<file path="config.mk">
export PLATFORM = sky130hd
export DESIGN_NAME = imu_sample_scaler_gyro_bias_unit
export DESIGN_NICKNAME = d
export VERILOG_FILES = /design/src/sv/isgb_pkg.sv /design/src/sv/isgb_accel_lane.sv /design/src/sv/isgb_gyro_lane.sv /design/src/sv/isgb_merge.sv /design/src/sv/imu_sample_scaler_gyro_bias_unit.sv
export SDC_FILE = /design/constraint.sdc
export NUM_CORES = 2
export LEC_CHECK = 0
export ABC_AREA = 0
export BUFFER_PORTS_ARGS = -buffer_cell sky130_fd_sc_hd__buf_4
export CORE_ASPECT_RATIO = 0.7
export CORE_MARGIN = 1
export CORE_UTILIZATION = 45
export DETAILED_ROUTE_END_ITERATION = 10
export SLEW_MARGIN = 5
export SYNTH_ARGS = -nofsm -noshare
export SYNTH_HDL_FRONTEND = slang
export SYNTH_SLANG_ARGS = --single-unit
export TNS_END_PERCENT = 20
</file>
<file path="constraint.sdc">
create_clock -name aclk -period 10 [get_ports aclk]
set_input_delay 1.5 -clock aclk [delete_from_list [all_inputs] [get_ports aclk]]
set_output_delay 1.5 -clock aclk [all_outputs]
set_load 0.005 [all_outputs]
</file>
<file path="src/sv/isgb_pkg.sv">
// shared constants, types and scaling functions for the imu sample scaler
package isgb_pkg;

    localparam int CAL_SAMPLES = 256;
    localparam int NUM_AXES    = 3;
    localparam int WORD_W      = 16;
    localparam int TEMP_W      = 9;
    localparam int IN_DATA_W   = 112;
    localparam int OUT_DATA_W  = 112;
    localparam int CFG_IDX_W   = 2;

    // calibration accumulator and counter sizing
    localparam int CAL_LOG = $clog2(CAL_SAMPLES);
    localparam int CNT_W   = (CAL_SAMPLES > 1) ? CAL_LOG : 1;
    localparam int SUM_W   = WORD_W + CAL_LOG;

    // sum / CAL_SAMPLES through a reciprocal, exact for |sum| <= CAL_SAMPLES * 2^15
    localparam int DIV_SH = 15 + 2 * CAL_LOG;
    localparam longint unsigned DIV_K =
        ((64'd1 << DIV_SH) + 64'(CAL_SAMPLES) - 64'd1) / 64'(CAL_SAMPLES);
    localparam int DIV_PW = SUM_W + DIV_SH - CAL_LOG + 2;

    // accel: raw * 488 / 1000 rounded == (122 * |raw| + 125) / 250, via reciprocal
    localparam int ACC_SH = 30;
    localparam longint unsigned ACC_K   = ((64'd1 << ACC_SH) + 64'd249) / 64'd250;
    localparam longint unsigned ACC_MUL = 64'd122 * ACC_K;
    localparam longint unsigned ACC_ADD = 64'd125 * ACC_K;
    localparam int ACC_PW = 48;

    // gyro: raw * 875 / 100 == raw * 35 / 4
    localparam int GYR_MUL = 35;
    localparam int GYR_PW  = 21;

    localparam int TEMP_OFFSET = 25;

    typedef logic signed [WORD_W-1:0] word_t;
    typedef logic signed [TEMP_W-1:0] temp_t;

    typedef enum logic [CFG_IDX_W-1:0] {
        REG_ACCEL_EN = 2'd0,
        REG_GYRO_EN  = 2'd1,
        REG_TEMP_EN  = 2'd2
    } cfg_reg_e;

    typedef struct packed {
        logic load;   // beat enters the scaling stage
        logic adv;    // scaling stage moves into the output stage
        logic cal;    // beat in the scaling stage is a calibration sample
        logic last;   // that beat closes the calibration run
    } lane_ctrl_t;

    function automatic logic [WORD_W:0] mag17(input word_t raw);
        logic [WORD_W:0] r;
        r = {raw[WORD_W-1], raw};
        return raw[WORD_W-1] ? (~r + 17'd1) : r;
    endfunction

    function automatic word_t accel_scale(input word_t raw);
        logic [WORD_W:0]   mag;
        logic [ACC_PW-1:0] prod;
        logic [WORD_W-1:0] q;
        mag  = mag17(raw);
        prod = ACC_PW'(mag) * ACC_PW'(ACC_MUL) + ACC_PW'(ACC_ADD);
        q    = prod[ACC_SH +: WORD_W];
        return raw[WORD_W-1] ? word_t'(~q + 16'd1) : word_t'(q);
    endfunction

    function automatic word_t gyro_scale(input word_t raw);
        logic [WORD_W:0]   mag;
        logic [GYR_PW-1:0] m;
        logic [GYR_PW-3:0] q;
        word_t             res;
        mag = mag17(raw);
        m   = GYR_PW'(mag) * GYR_PW'(GYR_MUL);
        q   = (GYR_PW-2)'((m + GYR_PW'(2)) >> 2);
        if (!raw[WORD_W-1]) begin
            res = (q > (GYR_PW-2)'(32767)) ? 16'sh7FFF : word_t'(q[WORD_W-1:0]);
        end else begin
            res = (q > (GYR_PW-2)'(32768)) ? 16'sh8000 : word_t'(~q[WORD_W-1:0] + 16'd1);
        end
        return res;
    endfunction

    function automatic temp_t temp_conv(input word_t raw);
        logic [WORD_W:0]   mag;
        logic [TEMP_W-1:0] tq;
        mag = mag17(raw);
        tq  = TEMP_W'((mag + 17'd128) >> 8);
        return raw[WORD_W-1] ? temp_t'(TEMP_W'(TEMP_OFFSET) - tq)
                             : temp_t'(TEMP_W'(TEMP_OFFSET) + tq);
    endfunction

endpackage

</file>
<file path="src/sv/isgb_accel_lane.sv">
// one accel axis: scaling to milli-g into the first stage register
module isgb_accel_lane (
    input  logic                    aclk,
    input  isgb_pkg::lane_ctrl_t    ctrl,
    input  logic                    enable,
    input  isgb_pkg::word_t         raw,
    output isgb_pkg::word_t         scaled
);

    isgb_pkg::word_t scaled_reg;
    isgb_pkg::word_t scaled_next;

    always_comb begin
        scaled_next = enable ? isgb_pkg::accel_scale(raw) : '0;
    end

    always_ff @(posedge aclk) begin
        if (ctrl.load) begin
            scaled_reg <= scaled_next;
        end
    end

    assign scaled = scaled_reg;

endmodule

</file>
<file path="src/sv/isgb_gyro_lane.sv">
// one gyro axis: scaling, bias subtraction and the calibration accumulator
module isgb_gyro_lane (
    input  logic                    aclk,
    input  logic                    aresetn,
    input  isgb_pkg::lane_ctrl_t    ctrl,
    input  logic                    enable,
    input  isgb_pkg::word_t         raw,
    output isgb_pkg::word_t         corrected
);

    isgb_pkg::word_t                   scaled_reg;
    isgb_pkg::word_t                   scaled_next;
    isgb_pkg::word_t                   bias_reg;
    isgb_pkg::word_t                   bias_next;
    logic signed [isgb_pkg::SUM_W-1:0] sum_reg;
    logic signed [isgb_pkg::SUM_W-1:0] sum_next;
    logic signed [isgb_pkg::SUM_W-1:0] sum_add;
    logic [isgb_pkg::SUM_W-1:0]        sum_mag;
    logic [isgb_pkg::DIV_PW-1:0]       div_prod;
    logic [isgb_pkg::WORD_W-1:0]       div_q;
    logic [isgb_pkg::WORD_W:0]         diff;

    always_comb begin
        scaled_next = enable ? isgb_pkg::gyro_scale(raw) : '0;
    end

    always_ff @(posedge aclk) begin
        if (ctrl.load) begin
            scaled_reg <= scaled_next;
        end
    end

    // output: scaled minus bias, clamped to int16
    always_comb begin
        diff = {scaled_reg[isgb_pkg::WORD_W-1], scaled_reg}
             - {bias_reg[isgb_pkg::WORD_W-1], bias_reg};
        if (diff[isgb_pkg::WORD_W] != diff[isgb_pkg::WORD_W-1]) begin
            corrected = diff[isgb_pkg::WORD_W] ? 16'sh8000 : 16'sh7FFF;
        end else begin
            corrected = isgb_pkg::word_t'(diff[isgb_pkg::WORD_W-1:0]);
        end
    end

    // running sum and truncating divide of the closing sum
    always_comb begin
        sum_add  = sum_reg + {{(isgb_pkg::SUM_W-isgb_pkg::WORD_W){scaled_reg[isgb_pkg::WORD_W-1]}},
                              scaled_reg};
        sum_mag  = sum_add[isgb_pkg::SUM_W-1] ? (~sum_add + 1'b1) : sum_add;
        div_prod = isgb_pkg::DIV_PW'(sum_mag) * isgb_pkg::DIV_PW'(isgb_pkg::DIV_K);
        div_q    = div_prod[isgb_pkg::DIV_SH +: isgb_pkg::WORD_W];
        sum_next  = sum_reg;
        bias_next = bias_reg;
        if (ctrl.adv && ctrl.cal) begin
            if (ctrl.last) begin
                sum_next  = '0;
                bias_next = sum_add[isgb_pkg::SUM_W-1] ? isgb_pkg::word_t'(~div_q + 16'd1)
                                                        : isgb_pkg::word_t'(div_q);
            end else begin
                sum_next = sum_add;
            end
        end
    end

    always_ff @(posedge aclk) begin
        if (!aresetn) begin
            sum_reg  <= '0;
            bias_reg <= '0;
        end else begin
            sum_reg  <= sum_next;
            bias_reg <= bias_next;
        end
    end

endmodule

</file>
<file path="src/sv/isgb_merge.sv">
// output stage: gathers the lane results into the result beat register
module isgb_merge (
    input  logic                                   aclk,
    input  logic                                   adv,
    input  isgb_pkg::word_t [isgb_pkg::NUM_AXES-1:0] accel,
    input  isgb_pkg::word_t [isgb_pkg::NUM_AXES-1:0] gyro,
    input  isgb_pkg::temp_t                        temp,
    input  logic                                   done,
    output logic [isgb_pkg::OUT_DATA_W-1:0]        tdata,
    output logic                                   tuser
);

    isgb_pkg::word_t [isgb_pkg::NUM_AXES-1:0] accel_reg;
    isgb_pkg::word_t [isgb_pkg::NUM_AXES-1:0] gyro_reg;
    isgb_pkg::temp_t                          temp_reg;
    logic                                     done_reg;

    always_ff @(posedge aclk) begin
        if (adv) begin
            accel_reg <= accel;
            gyro_reg  <= gyro;
            temp_reg  <= temp;
            done_reg  <= done;
        end
    end

    localparam int PAD_W = isgb_pkg::OUT_DATA_W - 2 * isgb_pkg::NUM_AXES * isgb_pkg::WORD_W
                         - isgb_pkg::TEMP_W;

    assign tdata = {{PAD_W{1'b0}}, temp_reg, gyro_reg, accel_reg};
    assign tuser = done_reg;

endmodule

</file>
<file path="src/sv/imu_sample_scaler_gyro_bias_unit.sv">
// top level of the imu sample scaler with gyro bias calibration
//
//  channel  | ports                    | contents
//  ---------+--------------------------+---------------------------------------------
//  input    | s_tvalid/s_tready/tdata  | one imu frame per beat, tuser = opcode
//  result   | m_tvalid/m_tready/tdata  | scaled frame per beat, tuser = calibration_done
//  config   | cfg_we/cfg_index/cfg_data| enable bits, taken on any edge with cfg_we
//
//  one beat per cycle sustained while m_tready holds; each input beat goes through
//  the scaling stage, then the output stage where bias subtraction and the calibration
//  accumulator close their loop, on its way to a result beat
//  synchronous active-low reset clears bias, sums, count, valids; enables go to 1
//  a stalled result holds the output stage; the scaling stage still takes one beat
module imu_sample_scaler_gyro_bias_unit (
    input  logic                               aclk,
    input  logic                               aresetn,
    input  logic                               s_tvalid,
    output logic                               s_tready,
    // raw_temp, raw_gyro_x, raw_gyro_y, raw_gyro_z, raw_accel_x, raw_accel_y, raw_accel_z
    input  logic [isgb_pkg::IN_DATA_W-1:0]     s_tdata,
    // opcode
    input  logic [0:0]                         s_tuser,
    output logic                               m_tvalid,
    input  logic                               m_tready,
    // accel_x_mg, accel_y_mg, accel_z_mg, gyro_x_mdps, gyro_y_mdps, gyro_z_mdps,
    // temp_celsius, zero padding
    output logic [isgb_pkg::OUT_DATA_W-1:0]    m_tdata,
    // calibration_done
    output logic [0:0]                         m_tuser,
    input  logic                               cfg_we,
    input  logic [isgb_pkg::CFG_IDX_W-1:0]     cfg_index,
    input  logic [0:0]                         cfg_data
);

    logic                          accel_en_reg, accel_en_next;
    logic                          gyro_en_reg, gyro_en_next;
    logic                          temp_en_reg, temp_en_next;
    logic                          s1_valid_reg, s1_valid_next;
    logic                          s1_cal_reg, s1_cal_next;
    logic                          m_valid_reg, m_valid_next;
    logic [isgb_pkg::CNT_W-1:0]    cal_count_reg, cal_count_next;
    isgb_pkg::temp_t               temp_reg, temp_next;
    logic                          accept;
    logic                          adv;
    logic                          cal_last;
    isgb_pkg::lane_ctrl_t          ctrl;

    isgb_pkg::word_t [isgb_pkg::NUM_AXES-1:0] accel_lane;
    isgb_pkg::word_t [isgb_pkg::NUM_AXES-1:0] gyro_lane;

    // handshake and stage control
    assign adv      = s1_valid_reg && (!m_valid_reg || m_tready);
    assign s_tready = !s1_valid_reg || adv;
    assign accept   = s_tvalid && s_tready;
    assign cal_last = (cal_count_reg == isgb_pkg::CNT_W'(isgb_pkg::CAL_SAMPLES - 1));
    assign m_tvalid = m_valid_reg;

    always_comb begin
        ctrl.load = accept;
        ctrl.adv  = adv;
        ctrl.cal  = s1_cal_reg;
        ctrl.last = cal_last;
    end

    always_comb begin
        s1_valid_next  = accept ? 1'b1 : (adv ? 1'b0 : s1_valid_reg);
        s1_cal_next    = accept ? s_tuser[0] : s1_cal_reg;
        m_valid_next   = adv ? 1'b1 : (m_tready ? 1'b0 : m_valid_reg);
        cal_count_next = cal_count_reg;
        if (adv && s1_cal_reg) begin
            cal_count_next = cal_last ? '0 : cal_count_reg + 1'b1;
        end
        temp_next = temp_reg;
        if (accept) begin
            temp_next = temp_en_reg ? isgb_pkg::temp_conv(s_tdata[isgb_pkg::WORD_W-1:0]) : '0;
        end
    end

    // register decode
    always_comb begin
        accel_en_next = accel_en_reg;
        gyro_en_next  = gyro_en_reg;
        temp_en_next  = temp_en_reg;
        if (cfg_we) begin
            unique case (isgb_pkg::cfg_reg_e'(cfg_index))
                isgb_pkg::REG_ACCEL_EN: accel_en_next = cfg_data[0];
                isgb_pkg::REG_GYRO_EN:  gyro_en_next  = cfg_data[0];
                isgb_pkg::REG_TEMP_EN:  temp_en_next  = cfg_data[0];
                default: ;
            endcase
        end
    end

    always_ff @(posedge aclk) begin
        if (!aresetn) begin
            accel_en_reg  <= 1'b1;
            gyro_en_reg   <= 1'b1;
            temp_en_reg   <= 1'b1;
            s1_valid_reg  <= 1'b0;
            s1_cal_reg    <= 1'b0;
            m_valid_reg   <= 1'b0;
            cal_count_reg <= '0;
        end else begin
            accel_en_reg  <= accel_en_next;
            gyro_en_reg   <= gyro_en_next;
            temp_en_reg   <= temp_en_next;
            s1_valid_reg  <= s1_valid_next;
            s1_cal_reg    <= s1_cal_next;
            m_valid_reg   <= m_valid_next;
            cal_count_reg <= cal_count_next;
        end
    end

    always_ff @(posedge aclk) begin
        temp_reg <= temp_next;
    end

    // one lane per axis for gyro and accel
    for (genvar i = 0; i < isgb_pkg::NUM_AXES; i++) begin : g_axis
        isgb_gyro_lane u_gyro (
            .aclk      (aclk),
            .aresetn   (aresetn),
            .ctrl      (ctrl),
            .enable    (gyro_en_reg),
            .raw       (s_tdata[isgb_pkg::WORD_W*(1+i) +: isgb_pkg::WORD_W]),
            .corrected (gyro_lane[i])
        );

        isgb_accel_lane u_accel (
            .aclk   (aclk),
            .ctrl   (ctrl),
            .enable (accel_en_reg),
            .raw    (s_tdata[isgb_pkg::WORD_W*(1+isgb_pkg::NUM_AXES+i) +: isgb_pkg::WORD_W]),
            .scaled (accel_lane[i])
        );
    end

    isgb_merge u_merge (
        .aclk  (aclk),
        .adv   (adv),
        .accel (accel_lane),
        .gyro  (gyro_lane),
        .temp  (temp_reg),
        .done  (s1_cal_reg && cal_last),
        .tdata (m_tdata),
        .tuser (m_tuser[0])
    );

    // the input side only stalls when both stages are full and the output is held
    a_stall_only_when_full: assert property (@(posedge aclk) disable iff (!aresetn)
        !s_tready |-> (s1_valid_reg && m_valid_reg && !m_tready))
        else $error("input stalled with a free stage");

    a_adv_fills_output: assert property (@(posedge aclk) disable iff (!aresetn)
        adv |=> m_valid_reg)
        else $error("output stage empty after a transfer");

    a_run_end_clears_count: assert property (@(posedge aclk) disable iff (!aresetn)
        (adv && s1_cal_reg && cal_last) |=> (cal_count_reg == '0))
        else $error("calibration count not cleared at end of run");

endmodule
</file>
==> qor.log <==
qor: sta.report.final.slew_viol_count 0
qor: placement.io_buffer_count 228
qor: setup_path.ff2ff_path_depth 15
qor: placement.routabilityCongestion 0.952
qor: synthesis.async_flop_share 0%
qor: route.routed_wire_length_per_instance 18.1 um
qor: synthesis.synth_cell_type_count 100
qor: floorplan.start_util 45.7%
qor: synthesis.synth_top_cells_by_count inv_1 (1148), ha_1 (788), fa_1 (534)
qor: synthesis.yosys.area.top_type fa_1
qor: setup_path.critical_path_arrival 10.05 ns
qor: setup_path.timing.critical_path.fanout_max 6
qor: final_layout.largest_reg_flops 96
qor: floorplan.die_h 295 um
qor: synthesis.synth_top_area_share 19.4%
qor: setup_path.critPathCaptureType register
qor: hold_path.min_delay_path_depth 0
qor: sta.min_period 9.73 ns
qor: sta.setup_repair_after_global_routing_missed_its_margin yes
qor: sta.setup_viol 0
qor: global_routing.pin_count_of_the_biggest_net_entering_global_routing 79
qor: cts.worstSkewPairLatency 0.61 ns
qor: cts.clock_sink_count 345
qor: floorplan.row_count 106
qor: setup_path.critPathKind in -> reg
qor: route.totalWireLength 160000 um
qor: synthesis.ys_seq_area_share 16.4%
qor: floorplan.core_ar 120000 um2
qor: route.routed-via-count 47200
qor: floorplan.fp.dieW 420 um
qor: cts.tritoncts.num_buffers 43
qor: global_routing.grt_first_pass_wirelength 253000 um
qor: setup_path.timing.critical_path.required 10.32 ns
qor: sta.fmaxAchievable 103 MHz
qor: sta.hold_viol_final 0
qor: setup_path.critical_path.startpoint_type input port
qor: final_layout.antennaDiodeCount 0
qor: cts.worst_setup_hold_path_clk_slew 0.07 ns
qor: cts.clock_tree.root_cell clkbuf_16
qor: setup_path.cp_top_family adder cells
qor: final_layout.areaGrowthSynthToFinish 21.2%
qor: placement.pre_cts_worst_setup_slack -0.943 ns
qor: final_layout.filler_cells_inserted 11200
qor: route.dr_wl_met3 9550 um
qor: sta.skew 0.0226 ns
qor: sta.worst_hold_slack 0.410 ns
qor: cts.h-tree-depth 2
qor: route.maxUsedRoutingLayer met4
qor: route.drtPass1Iterations 5
qor: route.drt.antenna.violating_nets 0
qor: setup_path.most_common_cell_type_on_the_critical_path buf_4
qor: synthesis.synth.area.top_cells fa_1 (19%), ha_1 (18%), edfxtp_1 (12%), inv_1 (7.8%), dfxtp_1 (4.9%)
qor: sta.slew_headroom 25.2%
qor: sta.finalCritPeriodShare 97.3%
qor: cts.cts_tree built
qor: placement.post-dp-hpwl 135000 um
qor: floorplan.io_pins 236
qor: final_layout.share_of_final_layout_standard_cells_stronger_than_drive_strength_1 18.5%
qor: run.timing.max_cap.violations 0
qor: sta.tightest_slew 1.12 ns
qor: cts.maximum_clock_path_buffer_count 3
qor: synthesis.syn-instance-count 6261
qor: setup_path.cpMaxStageDelayCell or4_4
qor: setup_path.worst-path-stages 34
qor: global_routing.grt_pass1_vias 45800
qor: setup_path.critical_path.n_buffers_inverters 8
qor: synthesis.yosys_warnings 0
qor: sta.post_route_worst_setup_slack 0.272 ns
qor: synthesis.syn-cell-area 55000 um2
qor: synthesis.ys_seq_elements 345
qor: route.dr_wl_met2 66300 um
qor: synthesis.average_footprint_of_a_synthesized_cell 8.79 um2
qor: status.outcome complete, no violations
qor: route.vias_per_cell 5.34
qor: global_routing.global_route.usage.total 25.7%
qor: hold_path.min-delay-path-class reg -> reg
qor: synthesis.ys_dominant_reg_cell edfxtp_1
qor: setup_path.worst_path_largest_cell_delay 0.58 ns
qor: floorplan.design.die.area 124000 um2
qor: route.dr.first_iter.drc_count 2986
qor: global_routing.globalRouteOverflowTotal 0
qor: route.drcViolationCount 0
qor: final_layout.num-nets-final 8613
qor: cts.post_cts_hold_buffer_count 0
qor: synthesis.most_frequent_cell_after_synthesis inv_1
qor: synthesis.synth-edff-count 211
qor: route.wl_met1 82200 um
qor: global_routing.grt_antenna_before_repair 0
-- metal layers --
metal / track usage (%) / up-vias
met5: 0 / -
met4: 3.42 / 0
met3: 3.89 / 104
met2: 37.3 / 1076
met1: 40.5 / 22800
li1: - / 23100
-- placed cells by master (no fill, tap or decap), types with 32 or more instances in the layout --
master	instances
a211oi_1	46
a21boi_0	32
a21o_1	147
a21oi_1	263
a22oi_1	58
and2_1	43
and3_1	72
buf_4	988
clkbuf_16	46
conb_1	34
dfxtp_1	134
edfxtp_1	211
fa_1	528
ha_1	762
inv_1	1140
mux2i_1	40
nand2_1	331
nand2b_1	45
nand3_1	130
nand4_1	57
nor2_1	414
nor2b_1	64
nor3_1	101
o211ai_1	43
o21a_1	41
o21ai_0	240
o21bai_1	35
o31ai_1	35
or2_2	36
or3_1	50
xnor2_1	260
xor2_1	142
-- repair_timing --
action                                 4_1_cts  5_1_grt
endpoints found under the hold margin        0        0
setup endpoints to repair                   11       37
pin swaps                                    1       77
gates cloned                                 0        0
resized for setup                           10      189
buffers inserted                             1       15
-- cell type report --
cell class                 instances  area, um2  area share (%)
multi-input combinational       4635      42300            63.4
sequential                       345       9020            13.5
timing repair buffer             996       7520            11.3
inverter                        1149       4310            6.47
tap                             1620       2030            3.04
clock buffer                      58       1240            1.86
clock inverter                    21        246           0.370
-- final timing paths --
| check | startpoint | end | slack (ns) |
|---|---|---|---|
| setup / recovery | s_tdata[99] | g_axis[2].u_accel.scaled[15] | 0.27 |
| hold / removal | g_axis[2].u_accel.scaled[12] | u_merge.tdata[44] | 0.41 |
| setup reg to reg | g_axis[0].u_gyro.scaled_reg[0] | g_axis[0].u_gyro.bias_reg[14] | 4.59 |
| hold reg to reg | g_axis[2].u_accel.scaled[12] | u_merge.tdata[44] | 0.41 |
-- metrics by stage --
step	utilization [%]	setup TNS [ns]	area, um2	std cells
3_5_place_dp	53.3	-20.41	64100	8729
5_1_grt	55.4	-0.947	66700	8824
3_3_place_gp	53.3	-19.15	64100	8729
4_1_cts	54.5	0	65600	8809
2_1_floorplan	-	-0.0541	55300	6293
6_report	55.4	0	66700	8824
-- cell families (layout without fill, tap and decap cells) --
logic type	Yosys count	in the layout	share of synthesized area [%]
adder cells (fa/ha/maj)	1322	1322	37.4
AO/OA/AOI/OAI	1264	1264	15.4
XOR/XNOR	423	423	6.82
other	2	34	0.0137
flip-flops	345	345	16.4
AND/OR/NAND/NOR	1537	1537	14.0
multiplexers	55	55	1.03
buffers and inverters	1313	2224	9.04
-- worst register-to-register path: cells and delay by family (launching register included) --
family	cells	cell delay [ns]
AO/OA/AOI/OAI	5	1.39
adder cells (fa/ha/maj)	2	0.64
flip-flops	1	0.44
multiplexers	1	0.19
AND/OR/NAND/NOR	6	2.51
XOR/XNOR	1	0.17
Power is not shown: default switching activity piles up to over one toggle a cycle in this logic, so the estimate is an artifact.
